[src/sv/mpfb_pkg.sv]
`default_nettype none
package mpfb_pkg;

    localparam int DefWidth      = 128;
    localparam int DefHeight     = 64;
    localparam int DefQueueDepth = 2;
    // covers the largest store over the parameter range (256 x 16 pages)
    localparam int CmdAddrW      = 12;

    typedef enum logic [1:0] {
        FN_DRAW  = 2'd0,
        FN_CLEAR = 2'd1,
        FN_READ  = 2'd2,
        FN_NONE  = 2'd3
    } t_func;

    typedef enum logic [1:0] {
        COL_BLACK   = 2'd0,
        COL_WHITE   = 2'd1,
        COL_INVERSE = 2'd2,
        COL_NONE    = 2'd3
    } t_color;

    typedef enum logic [1:0] {
        K_DRAW = 2'd0,
        K_FILL = 2'd1,
        K_READ = 2'd2
    } t_kind;

    typedef struct packed {
        t_kind               kind;
        t_color              color;
        logic                zero;   // read past the store
        logic [7:0]          bits;   // pixel mask or fill byte
        logic [CmdAddrW-1:0] addr;
    } t_cmd;

    typedef struct packed {
        logic empty;
        logic full;
    } t_q_stat;

    typedef enum logic [2:0] {
        B_INIT = 3'd0,
        B_IDLE = 3'd1,
        B_RMW  = 3'd2,
        B_READ = 3'd3,
        B_FILL = 3'd4
    } t_bstate;

endpackage
`default_nettype wire

[src/sv/mpfb_front.sv]
`default_nettype none
module mpfb_front import mpfb_pkg::*; #(
    parameter int WIDTH  = DefWidth,
    parameter int HEIGHT = DefHeight
) (
    input  wire logic               i_accept,
    input  wire logic [1:0]         i_func,
    input  wire logic signed [15:0] i_x_pos,
    input  wire logic signed [15:0] i_y_pos,
    input  wire logic [1:0]         i_color,
    input  wire logic [9:0]         i_byte_index,
    output logic                    o_push,
    output t_cmd                    o_cmd
);

    localparam int Pages      = (HEIGHT + 7) / 8;
    localparam int StoreBytes = WIDTH * Pages;
    // one bit above the address so the full store size is representable
    localparam int IdxW       = CmdAddrW + 1;

    always_comb begin
        t_func               fn;
        t_color              col;
        logic                x_in;
        logic                y_in;
        logic                idx_ok;
        logic                keep;
        logic [CmdAddrW-1:0] page_base;
        fn        = t_func'(i_func);
        col       = t_color'(i_color);
        x_in      = !i_x_pos[15] && (i_x_pos[14:0] < 15'(WIDTH));
        y_in      = !i_y_pos[15] && (i_y_pos[14:0] < 15'(HEIGHT));
        idx_ok    = IdxW'(i_byte_index) < IdxW'(StoreBytes);
        page_base = CmdAddrW'(i_y_pos[14:3]) * CmdAddrW'(WIDTH);
        keep      = 1'b0;
        o_cmd       = '0;
        o_cmd.color = col;
        unique case (fn)
            FN_DRAW: begin
                keep       = x_in && y_in && (col != COL_NONE);
                o_cmd.kind = K_DRAW;
                o_cmd.bits = 8'(1) << i_y_pos[2:0];
                o_cmd.addr = CmdAddrW'(i_x_pos[14:0]) + page_base;
            end
            FN_CLEAR: begin
                keep       = (col == COL_BLACK) || (col == COL_WHITE);
                o_cmd.kind = K_FILL;
                o_cmd.bits = (col == COL_WHITE) ? 8'hFF : 8'h00;
            end
            FN_READ: begin
                keep       = 1'b1;
                o_cmd.kind = K_READ;
                o_cmd.zero = !idx_ok;
                o_cmd.addr = CmdAddrW'(i_byte_index);
            end
            FN_NONE: begin
                keep = 1'b0;
            end
        endcase
        o_push = i_accept && keep;
    end

endmodule
`default_nettype wire

[config.mk]
export PLATFORM = sky130hd
export DESIGN_NAME = mpfb_front
export DESIGN_NICKNAME = d
export VERILOG_FILES = /design/src/sv/mpfb_pkg.sv /design/src/sv/mpfb_front.sv
export SDC_FILE = /design/constraint.sdc
export NUM_CORES = 1
export LEC_CHECK = 0
export ABC_AREA = 1
export BUFFER_PORTS_ARGS = -buffer_cell sky130_fd_sc_hd__buf_2
export CAP_MARGIN = 30
export CELL_PAD_IN_SITES_DETAIL_PLACEMENT = 0
export CELL_PAD_IN_SITES_GLOBAL_PLACEMENT = 1
export CORE_MARGIN = 2
export CORE_UTILIZATION = 17
export DETAILED_ROUTE_END_ITERATION = 16
export GPL_ROUTABILITY_DRIVEN = 0
export PLACE_DENSITY = 0.88
export SLEW_MARGIN = 20
export SYNTH_ARGS = -nofsm -noshare
export SYNTH_HDL_FRONTEND = slang
export SYNTH_SLANG_ARGS = --single-unit
[constraint.sdc]
create_clock -name vclk -period 1.2
set_input_delay 0.06 -clock vclk [all_inputs]
set_output_delay 0.06 -clock vclk [all_outputs]
set_load 0.01 [all_outputs]
# Word level (Yosys, flattened, before mapping)
# Cells that the tools add are included.
# op_classes
muxes	5
n_addsub	1
shift	1
reduce_logical	10
n_eq_ne	5
magnitude_cmp	2
# op_table
operator	count
one-hot mux 12 bit (2 select lines)	1
one-hot mux 8 bit (2 select lines)	1
less-than comparator 15 x 7 -> 1 bit, second input constant	1
less-than comparator 15 x 8 -> 1 bit, second input constant	1
adder 12 bit	1
2-to-1 mux 8 bit	1
<< shifter 1 x 3 -> 8 bit, first input constant	1
logical AND 1 bit	5
== test 2 x 1 -> 1 bit, second input constant	2
== test 2 bit, second input constant	2
zero test 2 bit	2
one-hot mux 1 bit (4 select lines)	1
one-hot mux 2 bit (2 select lines)	1
zero test 1 bit	2
inequality test 2 bit, second input constant	1
logical OR 1 bit	1
# totals
reg_bits	0
wordCells	24

# Longest topological paths before layout
# logic_depth
depth_word	6
depth_mapped	8

# Worst setup path after synthesis
# No wires, ideal clock.
# synth_timing
path_type	input port to output port
start	input i_x_pos[7]
end	output o_cmd[11] (netlist name)
n_path_buf	0
slack_ns	0.000
stages	7
arrival_time_ns	1.140
path_cell_list	ha_1 -> fa_1 -> nand2_1 -> nand2_1 -> a21oi_1 -> nor2_1 -> nor2_1
# synth_rtl
element	line_no	rtl
start: declaration	mpfb_front.sv:8	input wire logic signed [15:0] i_x_pos,
end: declaration	mpfb_front.sv:13	output t_cmd o_cmd

==> flow_summary.ini <==
[global_route]
grt_pass1_vias = 714
grtUsageTotal_pct = 10.3
overflow = 0
grt_first_pass_wirelength_mm = 2.85
grt_max_degree = 12
antenna_found_initial = 0

[route]
vias = 822
wl_mm = 1.81
vias_per_cell = 4.28
drc = 0
drt_pass1_iterations = 4
post_drt_wl_per_cell_um = 9.42
drt_iter0_drc = 34
drt.antenna.violating_nets = 0

[logic_synthesis]
syn_nets = 139
seq_area_frac_synth_pct = 0
synth_fa_ha_area_share_pct = 14.4
synth_mux_area_share_pct = 0
synth-simple-area-share_pct = 36.2
syn_area_um2 = 488
synth.area.top_cells = nand2_1, a22o_1, nor2_1, ha_1, o21ai_0
synth_top_area_share_pct = 14.6
synth_cell_types = 18
yosys_warnings = 0
synth_compound_area_share_pct = 30.8
synth_top_family_by_area = simple AND/OR/NAND/NOR gates
syn_area_per_cell_um2 = 5.61
synth_cells = 87
synthXorXnorAreaFrac_pct = 1.79
synth_area_leader_cell = nand2_1

[finish]
nFlopsAndLatches = 0
clock_buffers = 0
register_area_um2 = 0
final_cell_mix = buf_2, nor2_1, nand2_1
nFillCells = 300
drive_gt1_share_pct = 56.5
fin_cells = 192
insertedDiodeCount = 0
nets = 215
final_area_um2 = 943
area_growth_pct = 93.3
final_common_cell = buf_2
utilization_pct = 34.5

[flow_run]
drv_cap = 0

[worst_setup_path]
crit_path_start_kind = input port
crit_fanout = 2
critPathSlowestCell = fa_2
end_kind = output port
worstPathRequired_ns = 1.14
worstSetupPathType = in2out
path_cells = buf_8, ha_4, fa_2, nand2_2, nand2_2, a21oi_2, nand2_1, nand2_1, nor2_2, buf_2
cpPeakStageDelay_ns = 0.35
arrival_ns = 1.23

[placement]
placed_area_um2 = 882
dp_hpwl_mm = 1.47
placedCellCount = 190
dp_slack_ns = -0.248
port_buffers = 72

[sta]
timing.final.ws_setup_ns = -0.0876
finalHoldWorstSlack_ns = 0.336
max_freq_mhz = 777
min_period_ns = 1.29
setup_viol = 2
rsz0062_at_grt = yes
final.setup.tns_ns = -0.154
finalHoldViolCount = 0
fin_crit_sh_pct = 107
finalMaxSlewViolations = 0

[power]
powerDensity_nw_per_um2 = 354
comb_power_share_pct = 100.0
power.leakage_nw = 0.575
peakVddDrop_mv = 0.145
power_frac_clock_pct = 0
p_int_mw = 0.173
pwr-share-seq_pct = 0
power_mw = 0.334
power_switching_mw = 0.161
swShare_pct = 48.2

[floorplan]
start_util_pct = 17.8
die-area_um2 = 3310
core_area_um2 = 2730
die_y_um = 57.6
rows = 19
die_width_um = 57.6
io_pins = 73

[status]
violations = setup timing
status = complete, but fails checks

[hold_path]
worstHoldPathType = in2out

[clock_tree]
hold_buffers = 0
## final timing paths
path                  slack [ns]       start         to  cells past startpoint
worst min-delay path        0.34  i_color[1]  o_cmd[22]                      2
worst max-delay path       -0.09  i_x_pos[7]  o_cmd[11]                     10
## logic make-up (layout without fill, tap and decap cells)
| family | after synthesis | after routing |
|---|---|---|
| fa+ha+maj | 5 | 5 |
| simple gates | 43 | 43 |
| xor+xnor | 1 | 1 |
| buf+inv | 14 | 88 |
| compound gates | 23 | 23 |
| other cells | 1 | 1 |
## power by group through the flow
stage	clock network (mW)	registers, mW	logic (mW)
floorplan	0	0	0.156
global placement	0	0	0.305
detailed placement	0	0	0.306
CTS	0	0	0.330
global route	0	0	0.375
finish	0	0	0.334
## routing by layer
layer | global-route usage [%] | vias up | part of all wire (%)
li1 | - | 434 | -
met1 | 13.5 | 345 | 44
met4 | 0 | 0 | 0
met5 | 0 | - | 0
met3 | 0.454 | 0 | 11
met2 | 19.5 | 43 | 45
## worst max-delay path, delay by kind of cell
kind | cells | cell delay (ns)
AND/OR/NAND/NOR | 5 | 0.29
buffers and inverters | 2 | 0.23
adder cells (fa/ha/maj) | 2 | 0.50
AO/OA/AOI/OAI | 1 | 0.13
## cells in the mapped netlist, drive strengths merged
cell type,instances
a21oi,4
o21ai,10
ha,4
nand2,20
a22o,9
xnor2,1
nor2,19
conb,1
fa,1
nand3,4
inv,9
buf,5
## layout make-up
type | count | area [um2] | share of cell area, %
inverters | 9 | 33.8 | 3.58
well taps | 31 | 38.8 | 4.11
repair buffers | 79 | 433 | 45.9
multi-input cells | 73 | 438 | 46.4
## repair_timing
action	4_1_cts	5_1_grt
setup buffers	2	2
endpoints found under the setup margin	3	3
gates resized for setup	10	2
pin swaps	8	6
(Power assumes the default switching activity.)
