$ cat src/sv/mpfb_pkg.sv
`default_nettype none
package mpfb_pkg;

    localparam int DefWidth      = 128;
    localparam int DefHeight     = 64;
    localparam int DefQueueDepth = 2;
    // covers the largest store over the parameter range (256 x 16 pages)
    localparam int CmdAddrW      = 12;

    typedef enum logic [1:0] {
        FN_DRAW  = 2'd0,
        FN_CLEAR = 2'd1,
        FN_READ  = 2'd2,
        FN_NONE  = 2'd3
    } t_func;

    typedef enum logic [1:0] {
        COL_BLACK   = 2'd0,
        COL_WHITE   = 2'd1,
        COL_INVERSE = 2'd2,
        COL_NONE    = 2'd3
    } t_color;

    typedef enum logic [1:0] {
        K_DRAW = 2'd0,
        K_FILL = 2'd1,
        K_READ = 2'd2
    } t_kind;

    typedef struct packed {
        t_kind               kind;
        t_color              color;
        logic                zero;   // read past the store
        logic [7:0]          bits;   // pixel mask or fill byte
        logic [CmdAddrW-1:0] addr;
    } t_cmd;

    typedef struct packed {
        logic empty;
        logic full;
    } t_q_stat;

    typedef enum logic [2:0] {
        B_INIT = 3'd0,
        B_IDLE = 3'd1,
        B_RMW  = 3'd2,
        B_READ = 3'd3,
        B_FILL = 3'd4
    } t_bstate;

endpackage
`default_nettype wire

$ cat src/sv/mpfb_queue.sv
`default_nettype none
module mpfb_queue import mpfb_pkg::*; #(
    parameter int DEPTH = DefQueueDepth
) (
    input  wire logic i_clk,
    input  wire logic i_rst_n,
    input  wire logic i_push,
    input  wire t_cmd i_data,
    input  wire logic i_pop,
    output t_cmd      o_head,
    output t_q_stat   o_stat
);

    localparam int PtrW = (DEPTH > 1) ? $clog2(DEPTH) : 1;
    localparam int CntW = $clog2(DEPTH + 1);

    t_cmd            r_mem [DEPTH];
    logic [PtrW-1:0] r_wr, n_wr;
    logic [PtrW-1:0] r_rd, n_rd;
    logic [CntW-1:0] r_count, n_count;

    always_comb begin
        n_wr    = r_wr;
        n_rd    = r_rd;
        n_count = r_count;
        if (i_push) begin
            n_wr = (r_wr == PtrW'(DEPTH - 1)) ? '0 : r_wr + 1'b1;
        end
        if (i_pop) begin
            n_rd = (r_rd == PtrW'(DEPTH - 1)) ? '0 : r_rd + 1'b1;
        end
        if (i_push && !i_pop) begin
            n_count = r_count + 1'b1;
        end else if (i_pop && !i_push) begin
            n_count = r_count - 1'b1;
        end
    end

    always_ff @(posedge i_clk) begin
        if (!i_rst_n) begin
            r_wr    <= '0;
            r_rd    <= '0;
            r_count <= '0;
        end else begin
            r_wr    <= n_wr;
            r_rd    <= n_rd;
            r_count <= n_count;
        end
    end

    always_ff @(posedge i_clk) begin
        if (i_push) begin
            r_mem[r_wr] <= i_data;
        end
    end

    assign o_head       = r_mem[r_rd];
    assign o_stat.empty = (r_count == '0);
    assign o_stat.full  = (r_count == CntW'(DEPTH));

`ifndef SYNTHESIS
    a_no_overflow: assert property (@(posedge i_clk) disable iff (!i_rst_n)
        i_push |-> (r_count != CntW'(DEPTH)))
        else $error("request pushed into full queue");
    a_no_underflow: assert property (@(posedge i_clk) disable iff (!i_rst_n)
        i_pop |-> (r_count != '0))
        else $error("request popped from empty queue");
`endif

endmodule
`default_nettype wire

$ cat config.mk
export PLATFORM = sky130hd
export DESIGN_NAME = mpfb_queue
export DESIGN_NICKNAME = d
export VERILOG_FILES = /design/src/sv/mpfb_pkg.sv /design/src/sv/mpfb_queue.sv
export SDC_FILE = /design/constraint.sdc
export NUM_CORES = 1
export LEC_CHECK = 0
export ABC_CLOCK_PERIOD_IN_PS = 4800
export CORE_MARGIN = 1.5
export CORE_UTILIZATION = 60
export DETAILED_ROUTE_END_ITERATION = 8
export DONT_BUFFER_PORTS = 1
export GPL_ROUTABILITY_DRIVEN = 0
export PLACE_DENSITY = 0.76
export SYNTH_ARGS = -nofsm -noshare
export SYNTH_HDL_FRONTEND = slang
export SYNTH_SLANG_ARGS = --single-unit
$ cat constraint.sdc
create_clock -name i_clk -period 4.8 [get_ports i_clk]
set_input_delay 0.72 -clock i_clk [delete_from_list [all_inputs] [get_ports i_clk]]
set_output_delay 0.72 -clock i_clk [all_outputs]
set_load 0.01 [all_outputs]
# Word level (Yosys, flattened, before mapping)
# Memories as Yosys holds them, arrays and structs flattened. A register that Yosys moved wholly into a read port is not among the register bits.
# Cells that the tools add are included.
# word_totals
reg_bits,4
ram_bits,50
in_bits,29
n_memories,1
# op_classes
addsub,4
eq_ne,1
muxes,8
reduce_logical,6
# mem_list
name,depth,word_bits,read_ports,rd_ports_with_merged_regs,wr,line,text
r_mem,2,25,1,1,1,mpfb_queue.sv:17,t_cmd r_mem [DEPTH];
# op_table
operator,n
2-to-1 mux 1 bit,6
2-to-1 mux 2 bit,2
adder 1 bit (second input constant),2
adder 2 x 1 -> 2 bit (second input constant),1
== test 2 bit (second input constant),1
logical AND 1 bit,2
zero test 1 bit,2
zero test 2 bit,1
nonzero test 2 bit,1
subtractor 2 x 1 -> 2 bit (second input constant),1

# Longest topological paths before layout
# Gate-level depths: netlist of the first run.
# depth
depth_word,4
depth_mapped,5
mapped_depth_nobuf,5

# Least setup slack after synthesis of the first run
# No wires, ideal clock.
# synth_timing
path_type,input port to flip-flop
start,input i_push
end,"memory r_mem[0][0] (netlist bit), enable pin"
setup_time_ps,411
t_arrival_ps,1900
slack_ps,2489
stages,1
path_cell_list,nor2b_1
# synth_between
elab_chain_cells,2
# synth_lines
element,line,text
start: declaration,mpfb_queue.sv:7,"input wire logic i_push,"
2-to-1 mux 1 bit,mpfb_queue.sv:52,if (i_push) begin
2-to-1 mux 1 bit (not written as such),mpfb_queue.sv:53,r_mem[r_wr] <= i_data;
end: declaration,mpfb_queue.sv:17,
# No other way between the ends.

==> results of run 1 <==
## per-layer routing
metal,global-route usage (%),up-vias,share of wire [%]
li1,-,391,-
met1,16.37,398,36
met2,24.01,31,53
met3,6.303,8,8.3
met4,10.25,0,2.3
met5,0,-,0
## power by group through the flow
stage	combinational, mW	sequential [mW]	clock [mW]
finish	0.0680	0.567	0.179
global route	0.0740	0.571	0.201
CTS	0.0697	0.568	0.185
detailed placement	0.0693	0.579	0
global placement	0.0687	0.577	0
floorplan	0.0682	0.568	0
## final timing paths
kind | end | slack, ns | cells after the start
setup / recovery | o_head[18] | 2.21 | 1
setup reg to reg | r_mem[1][2]$_DFFE_PP_ | 3.17 | 1
hold / removal | r_mem[1][9]$_DFFE_PP_ | 0.44 | 0
hold reg to reg | r_count[1]$_SDFFE_PN0P_ | 0.51 | 2
## through the flow
step | worst slack (ns) | cells | hold slack [ns]
3_3_place_gp | 2.582 | 142 | 0.4754
2_1_floorplan | 2.489 | 100 | 0.4662
3_5_place_dp | 2.568 | 142 | 0.5055
6_report | 2.209 | 150 | 0.4354
5_1_grt | 2.033 | 150 | 0.4100
4_1_cts | 2.136 | 150 | 0.4223
## cells by family (layout without fill, tap and decap cells)
| family | Yosys count | count (layout) | synth area share (%) |
|---|---|---|---|
| buf+inv | 4 | 10 | 1.175 |
| flops | 55 | 55 | 79.21 |
| simple gates | 9 | 9 | 2.784 |
| fa+ha+maj | 1 | 1 | 0.6187 |
| mux | 25 | 25 | 13.92 |
| compound gates | 3 | 3 | 0.9901 |
| xor+xnor | 3 | 3 | 1.300 |
## Yosys cell counts (all sizes together), types with 2 or more instances
cell type | count | share of area (%)
buf | 3 | 0.99
mux2 | 25 | 14
and2 | 4 | 1.2
dfxtp | 5 | 5.0
nor2b | 2 | 0.62
edfxtp | 50 | 74
xor2 | 2 | 0.87
## sequential cells by signal, summed over array words and instances (netlist names), named ones only
name,flops
r_count,2
r_wr,1
r_mem,50
r_rd,1
## layout make-up
type | instances | area, sq um | share of cell area [%]
Clock buffer | 6 | 41.29 | 1.952
Clock inverter | 2 | 7.507 | 0.3548
Inverter | 1 | 3.754 | 0.1774
Multi-Input combinational cell | 41 | 399.1 | 18.86
Sequential cell | 55 | 1602 | 75.70
Tap cell | 44 | 55.05 | 2.602
Timing Repair Buffer | 1 | 7.507 | 0.3548
==> summary.md, run 1 <==
| Metric | Value |
|---|---|
| Hpwl dp | about 1800 um |
| Critical R2R Launch | r_wr$_SDFFE_PN0P_ |
| DRC violations left | 0 |
| Critical path's slowest cell | dfxtp_1 |
| Syn Nets | 130 |
| Main flop type after synthesis | edfxtp_1 |
| Post-synthesis cell type count | 17 |
| Avg Cell Area, Syn | just over 20 sq um |
| Crit path cell chain | mux2_2 |
| Worst Skew | about 0.013 ns |
| Final instance area | about 2100 sq um |
| Fill count | around 220 |
| Warnings, synthesis | 0 |
| First DRT Iteration DRCs | 20 |
| Worst skew pair latency | roughly 0.37 ns |
| First-pass GRT wire length | ~3700 um |
| Die width | approximately 61 um |
| Synth Instances | 100 |
| Largest net degree at the start of global routing | 26 |
| Core area | roughly 3100 sq um |
| Die ar. | between 3000 and 4000 sq um |
| Cts repair resizes | 0 |
| Power density over cell area | between 300 and 400 nW/um^2 |
| Max-cap viol count | 0 |
| Arrival time worst endpoint | between 1.5 and 2 ns |
| Vias/cell | 5.520 |
| FP Rows | 20 |
| Setup TNS | 0 ns |
| Maximum vdd drop | between 0.0002 and 0.00025 V |
| Logic gate share of total power | ~8.4% |
| Final setup fails | 0 |
| Status | complete, no violations |
| Class of the most critical hold timing path | input port to flip-flop |
| H-tree levels | 2 |
| GRT Util Overall | ~15% |
| RSZ-0062 raised after global routing | no |
| Clock share of power | a little over a fifth |
| WP data required | slightly above 4 ns |
| CTS tree | built |
| DIE HEIGHT | just over 60 um |
| Worst Hold Launch | i_data[9] |
| Number of diodes | 0 |
| Total power | 813.4 uW |
| Max_slew headroom | around a quarter |
| Most common cell after layout, fill and taps aside | edfxtp_1 |
| Util after Layout | 67.64% |
| Yosys reg bits | 55 |
| Vias | a little over 800 |
| Worst-margin pin slew | between 1 and 1.5 ns |
| Power Internal | roughly 640 uW |
| PortBufs | 0 |
| First-pass DRT Iterations | 3 |
| CP Launch Type | flip-flop |
| Starting Density | 64.64% |
| CTS clk-pin slew, worst paths | around 0.14 ns |
| Crit. End Element | output pin |
| Most frequent cells in the layout | edfxtp_1 (50), mux2_2 (25), dfxtp_1 (5), clkbuf_4 (5), and2_1 (4) |
| NetSw | 175.1 uW |
| Cts bufs inserted | 5 |
| WL per Instance | about 18 um |
| # hold bufs at CTS | 0 |
| Worst-path maximum fanout | 25 |
| Crit-path max cell delay | around 1.1 ns |
| IO Pins | 56 |
| Post-layout net count | ~140 |
| Initial antenna violation count | 0 |
| Root Driver | clkbuf_4 |
| Clk buf depth | 2 |
| Area grow syn2layout | 4.641% |
| Flop pwr share | between 60 and 70% |
| Cell Area, Synth | about 2000 sq um |
| Vias in the first global route | ~840 |
| Tcrit/Tclk final | 53.99% |
| Register area share after synthesis | around four fifths |
| Leakage | between 0.6 and 0.7 nW |
| Final min period | between 2 and 3 ns |
| Final Hold Fails | 0 |
| CP top delay family | flip-flops |
| Cell Area, Placed | approximately 2100 sq um |
| CP Buf/Inv Count | 0 |
| Max Freq | approximately 0.39 GHz |
| Sw Share | between 20% and 30% |
| Post-CTS Repair Setup Buffers | 0 |
| FFs w/ async S/R, synth | 0% |
| Final wirelength | between 2000 and 3000 um |
| Routed Antenna Nets | 0 |
| CTS sink count | between 50 and 60 |
| EDFF count, synth | 50 |
| Share of cells above drive strength 1 | 31.13% |
| Gr ovfl total | 0 |
| Max Slew Vio Count | 0 |
| Kind of critical path | flip-flop to output pin |
Note: power is estimated with default switching activity, not from simulation.
==> run 2: changes to the inputs <==
--- a/config.mk
+++ b/config.mk
@@ -5,7 +5,8 @@
 export SDC_FILE = /design/constraint.sdc
 export NUM_CORES = 1
 export LEC_CHECK = 0
-export ABC_CLOCK_PERIOD_IN_PS = 4800
+export ABC_AREA = 1
+export ABC_CLOCK_PERIOD_IN_PS = 2400
 export CORE_MARGIN = 1.5
 export CORE_UTILIZATION = 60
 export DETAILED_ROUTE_END_ITERATION = 8
==> constraint.sdc (replaced) <==
create_clock -name i_clk -period 2.4 [get_ports i_clk]
set_input_delay 0.36 -clock i_clk [delete_from_list [all_inputs] [get_ports i_clk]]
set_output_delay 0.36 -clock i_clk [all_outputs]
set_load 0.01 [all_outputs]
==> summary.md, run 2 <==
| Metric | Value |
|---|---|
| Status | complete, no violations |
| Cts repair resizes | 0 |
| Setup TNS | 0 ns |
| Root Driver | clkbuf_4 |
| FP Rows | 21 |
| Final setup fails | 0 |
| Fin Hold WS | approximately 0.091 ns |
| Post-layout net count | 150 |
| Syn Nets | about 140 |
| EDFF count, synth | 50 |
| RSZ-0062 raised after global routing | no |
| CP Launch Type | flip-flop |
| Final Hold Fails | 0 |
| Area grow syn2layout | 3.630% |
| Most common cell after layout, fill and taps aside | edfxtp_1 |
| Max reg flops | 50 |
| Initial antenna violation count | 0 |
| Leakage | about 0.8 nW |
| First-pass GRT wire length | between 4000 and 5000 um |
| Register area share after synthesis | around three quarters |
| Avg Cell Area, Syn | between 15 and 20 sq um |
| Clk buf depth | 2 |
| Max Freq | 0.4696 GHz |
| R2R Setup Slk | 0.88 ns |
| CTS clk-pin slew, worst paths | roughly 0.13 ns |
| IO Pins | 56 |
| Worst skew pair latency | around 0.35 ns |
| Die width | about 63 um |
| GRT Util Overall | about 16% |
| Class of the most critical hold timing path | input port to flip-flop |
| H-tree levels | 2 |
| Worst-margin pin slew | around 0.61 ns |
| Yosys reg bits | 55 |
| Main flop type after synthesis | edfxtp_1 |
| Core area | approximately 3400 sq um |
| Critical R2R Launch | r_wr$_SDFFE_PN0P_ |
| Starting Density | between 60% and 70% |
| Final wirelength | roughly 2800 um |
| Cts bufs inserted | 5 |
| Arrival time worst endpoint | between 1.5 and 2 ns |
| Largest registers | r_mem: 50 flops, r_count: 2 flops |
| Max Slew Vio Count | 0 |
| CTS tree | built |
| Max-cap viol count | 0 |
| Post-synthesis cell type count | 14 |
| Vias in the first global route | between 900 and 1,000 |
| First-pass DRT Iterations | 4 |
| Warnings, synthesis | 0 |
| Crit. End Element | output pin |
| Power density over cell area | approximately 730 nW/um^2 |
| Maximum vdd drop | approximately 0.00044 V |
| First DRT Iteration DRCs | 33 |
| Hpwl dp | around 2000 um |
| Synth cell count leaders | edfxtp_1 (50), mux2_4 (20), nor2_1 (9) |
| Max_slew headroom | 59.30% |
| DRC violations left | 0 |
| Die ar. | 3929 sq um |
| Kind of critical path | flip-flop to output pin |
| Largest reg by FF count | r_mem |
| Worst Hold Endpoint | r_mem[0][19]$_DFFE_PP_ |
| Top-count cell post-synth | edfxtp_1 |
| CTS sink count | 55 |
| Number of diodes | 0 |
| Hold path depth | 0 |
| WP data required | roughly 2 ns |
| Worst Skew | about 0.0064 ns |
| PortBufs | 0 |
| Top post-synthesis cells by area | edfxtp_1 (70%), mux2_4 (14%), dfxtp_1 (4.7%) |
| Post-CTS Repair Setup Buffers | 0 |
| Synth Instances | ~110 |
| WL per Instance | approximately 17 um |
| Largest net degree at the start of global routing | 17 |
| Worst-path maximum fanout | 16 |
| Final min period | 2.129 ns |
| FFs w/ async S/R, synth | 0% |
| Tcrit/Tclk final | approximately 89% |
| # hold bufs at CTS | 0 |
| Worst r2r dst | r_mem[1][8]$_DFFE_PP_ |
| Share of cells above drive strength 1 | roughly 29% |
| Yosys top cell by area | edfxtp_1 |
| Gr ovfl total | 0 |
| Worst Reg-to-Reg Cells | 3 |
| Most frequent cells in the layout | edfxtp_1 (50), mux2_4 (20), inv_1 (8), nor2_1 (8), nand2_1 (8) |
| DIE HEIGHT | between 60 and 70 um |
| Vias | 880 |
| Cell Area, Synth | around 2100 sq um |
| Synth top area share | between 70% and 80% |
| Vias/cell | between 5 and 6 |
| Worst Hold Launch | i_data[19] |
| Routed Antenna Nets | 0 |
run 2: cell types whose count changed after synthesis, moves of 4 or more:
cell	delta
inv_1	+7
and2_1	-4
mux2_2	-20
nor2_1	+8
mux2_4	+20
nand2_1	+8
run 2: power by group:
group / switching, mW / internal, mW / total, mW
logic: 0.0834 / 0.0707 / 0.154
registers: 0.0210 / 1.10 / 1.12
clock network: 0.242 / 0.104 / 0.346
run 2: metal layers:
metal	GRT usage, %	up-vias	routed length [um]
met5	0	-	0
met4	7.500	0	53
met3	7.568	6	269
met2	27.28	38	1419
met1	17.72	413	1037
li1	-	423	-
run 2: worst max-delay path, cell delays in order, from the launching register on:
cell	delay, ns
dfxtp_1	0.66
buf_4	0.39
mux2_4	0.36
run 2: how the worst max path moves through the flow:
stage | from | end | slack, ns | depth (start not counted)
floorplan | i_push | r_mem[0][0]$_DFFE_PP_ | 0.54 | 2
global placement | flip-flop | o_head[21] | 0.68 | 2
detailed placement | flip-flop | o_head[0] | 0.65 | 2
CTS | flip-flop | o_head[0] | 0.24 | 2
global route | flip-flop | o_head[0] | 0.16 | 2
finish | flip-flop | o_head[21] | 0.27 | 2
run 2: logic make-up (layout without fill, tap and decap cells):
kind of cell	count (synthesis)	in the layout	share of synthesized area, %
mux	25	25	16.69
fa+ha+maj	1	1	0.5854
simple gates	19	19	3.513
flops	55	55	74.94
compound gates	2	2	0.4679
buf+inv	11	18	3.806
run 2: cell type report:
class,instances,area (sq um)
Sequential cell,55,1602
Fill cell,225,1175
Multi-Input combinational cell,47,456.7
Tap cell,46,57.56
Clock buffer,5,37.54
Inverter,8,30.03
Timing Repair Buffer,3,22.52
Clock inverter,2,8.758
run 2: per-stage QoR:
stage | power, mW | cell area (sq um) | setup slack (ns) | instances | utilization [%]
3_3_place_gp | 1.296 | 2168 | 0.6808 | 159 | 63.97
6_report | 1.624 | 2215 | 0.2706 | 166 | 65.34
5_1_grt | 1.690 | 2215 | 0.1575 | 166 | 65.34
2_1_floorplan | 1.287 | 2137 | 0.5356 | 113 | -
3_5_place_dp | 1.304 | 2168 | 0.6490 | 159 | 63.97
4_1_cts | 1.639 | 2215 | 0.2357 | 166 | 65.34
==> run 3: changes to the inputs <==
--- a/config.mk
+++ b/config.mk
@@ -7,12 +7,15 @@
 export LEC_CHECK = 0
 export ABC_AREA = 1
 export ABC_CLOCK_PERIOD_IN_PS = 2400
+export CELL_PAD_IN_SITES_DETAIL_PLACEMENT = 0
+export CELL_PAD_IN_SITES_GLOBAL_PLACEMENT = 1
+export CORE_ASPECT_RATIO = 1.5
 export CORE_MARGIN = 1.5
-export CORE_UTILIZATION = 60
+export CORE_UTILIZATION = 51
 export DETAILED_ROUTE_END_ITERATION = 8
 export DONT_BUFFER_PORTS = 1
 export GPL_ROUTABILITY_DRIVEN = 0
-export PLACE_DENSITY = 0.76
+export PLACE_DENSITY_LB_ADDON = 0.1
 export SYNTH_ARGS = -nofsm -noshare
 export SYNTH_HDL_FRONTEND = slang
 export SYNTH_SLANG_ARGS = --single-unit
==> summary.md, run 3 (synthesis results as in run 2) <==
| Metric | Value |
|---|---|
| Leakage | between 0.8 and 0.9 nW |
| Power density over cell area | 776.3 nW/um^2 |
| Max Slew Vio Count | 0 |
| Final Hold Fails | 0 |
| CP Launch Type | flip-flop |
| # hold bufs at CTS | 0 |
| Fill count | 342 |
| DRC violations left | 0 |
| Status | complete, no violations |
| First DRT Iteration DRCs | 26 |
| Max-cap viol count | 0 |
| Setup TNS | 0 ns |
| FP Rows | 28 |
| Final WS setup | approximately 0.47 ns |
| WP data required | roughly 2 ns |
| CTS tree | built |
| DIE HEIGHT | ~82 um |
| PortBufs | 0 |
| Cts bufs inserted | 5 |
| Class of the most critical hold timing path | input port to flip-flop |
| CTS clk-pin slew, worst paths | ~0.09 ns |
| IO Pins | 56 |
| GRT Util Overall | around 14% |
| Routed Antenna Nets | 0 |
| Max reg flops | 50 |
| Util after Layout | around 56% |
| CTS sink count | 55 |
| Worst Skew | roughly 0.0036 ns |
| Share of cells above drive strength 1 | between 20 and 30% |
| Most frequent cells in the layout | edfxtp_1 (50), mux2_4 (20), inv_1 (8), nor2_1 (8), nand2_1 (8) |
| Most common cell after layout, fill and taps aside | edfxtp_1 |
| Crit-path max cell delay | between 0.8 and 0.9 ns |
| Tcrit/Tclk final | between 80 and 90% |
| Maximum vdd drop | about 0.00048 V |
| Arrival time worst endpoint | ~1.6 ns |
| Worst-margin pin slew | 0.7738 ns |
| WL per Instance | around 18 um |
| Worst-path maximum fanout | 25 |
| First-pass DRT Iterations | 4 |
| Crit. End Element | output pin |
| H-tree levels | 2 |
| Die width | 55.86 um |
| Kind of critical path | flip-flop to output pin |
| Hpwl dp | 2076 um |
| Fin Hold WS | about 0.16 ns |
| Core area | about 4000 sq um |
| RSZ-0062 raised after global routing | no |
| Clk buf depth | 2 |
| Max_slew headroom | roughly 48% |
| Starting Density | between 50% and 60% |
| Critical path's slowest cell | dfxtp_2 |
| Final wirelength | roughly 3000 um |
| Max Freq | between 0.5 and 0.6 GHz |
| Final setup fails | 0 |
| Number of diodes | 0 |
| Vias | slightly above 900 |
| Final min period | roughly 1.9 ns |
| Pre-CTS setup slack | roughly 0.73 ns |
| First-pass GRT wire length | roughly 4800 um |
| Gr ovfl total | 0 |
| Largest reg by FF count | r_mem |
| Cts repair resizes | 0 |
| Initial antenna violation count | 0 |
| Root Driver | clkbuf_8 |
| Post-layout net count | 149 |
| Vias in the first global route | approximately 950 |
| Worst skew pair latency | 0.29 ns |
| Largest net degree at the start of global routing | 26 |
| CP Buf/Inv Count | 0 |
| CP top delay family | flip-flops |
| Largest registers | r_mem: 50 flops, r_count: 2 flops |
| Area grow syn2layout | 4.860% |
| Vias/cell | approximately 5.5 |
| Die ar. | approximately 4600 sq um |
| Worst Hold Launch | i_data[16] |
| Crit path cell chain | mux2_2 |
| Post-CTS Repair Setup Buffers | 0 |
| Critical R2R Launch | r_wr$_SDFFE_PN0P_ |
==> run 3: per-stage QoR <==
| step | total power, mW | cells | instance area (sq um) |
|---|---|---|---|
| 6_report | 1.740 | 165 | 2241 |
| 5_1_grt | 1.812 | 165 | 2241 |
| 4_1_cts | 1.767 | 165 | 2241 |
| 3_5_place_dp | 1.305 | 157 | 2161 |
| 3_3_place_gp | 1.295 | 157 | 2161 |
| 2_1_floorplan | 1.287 | 113 | 2137 |
==> run 3: path summary, 6_finish.rpt <==
check	to	cells after the start	slack, ns
max	o_head[8]	1	0.47
min	r_mem[1][16]$_DFFE_PP_	0	0.16
max reg2reg	r_mem[0][2]$_DFFE_PP_	2	1.03
min reg2reg	r_rd$_SDFFE_PN0P_	2	0.50
==> run 3: final cells by class <==
type	instances	area [sq um]	share of cell area (%)
Timing Repair Buffer	2	15.01	0.6700
Tap cell	45	56.30	2.513
Clock buffer	8	80.08	3.573
Multi-Input combinational cell	47	456.7	20.38
Inverter	8	30.03	1.340
Sequential cell	55	1603	71.52
==> run 3: power breakdown <==
part	leakage [nW]	internal (mW)	switching (mW)
sequential	0.511	1.10	0.0316
clock	0.0395	0.208	0.254
combinational	0.273	0.0700	0.0730
total	0.823	1.38	0.359
==> run 3: layer usage <==
metal	up-vias	global-route usage (%)	share of wire, %
li1	421	-	-
met1	440	15.34	37
met2	39	25.24	54
met3	5	4.673	7.4
met4	0	7.857	1.9
met5	-	0	0
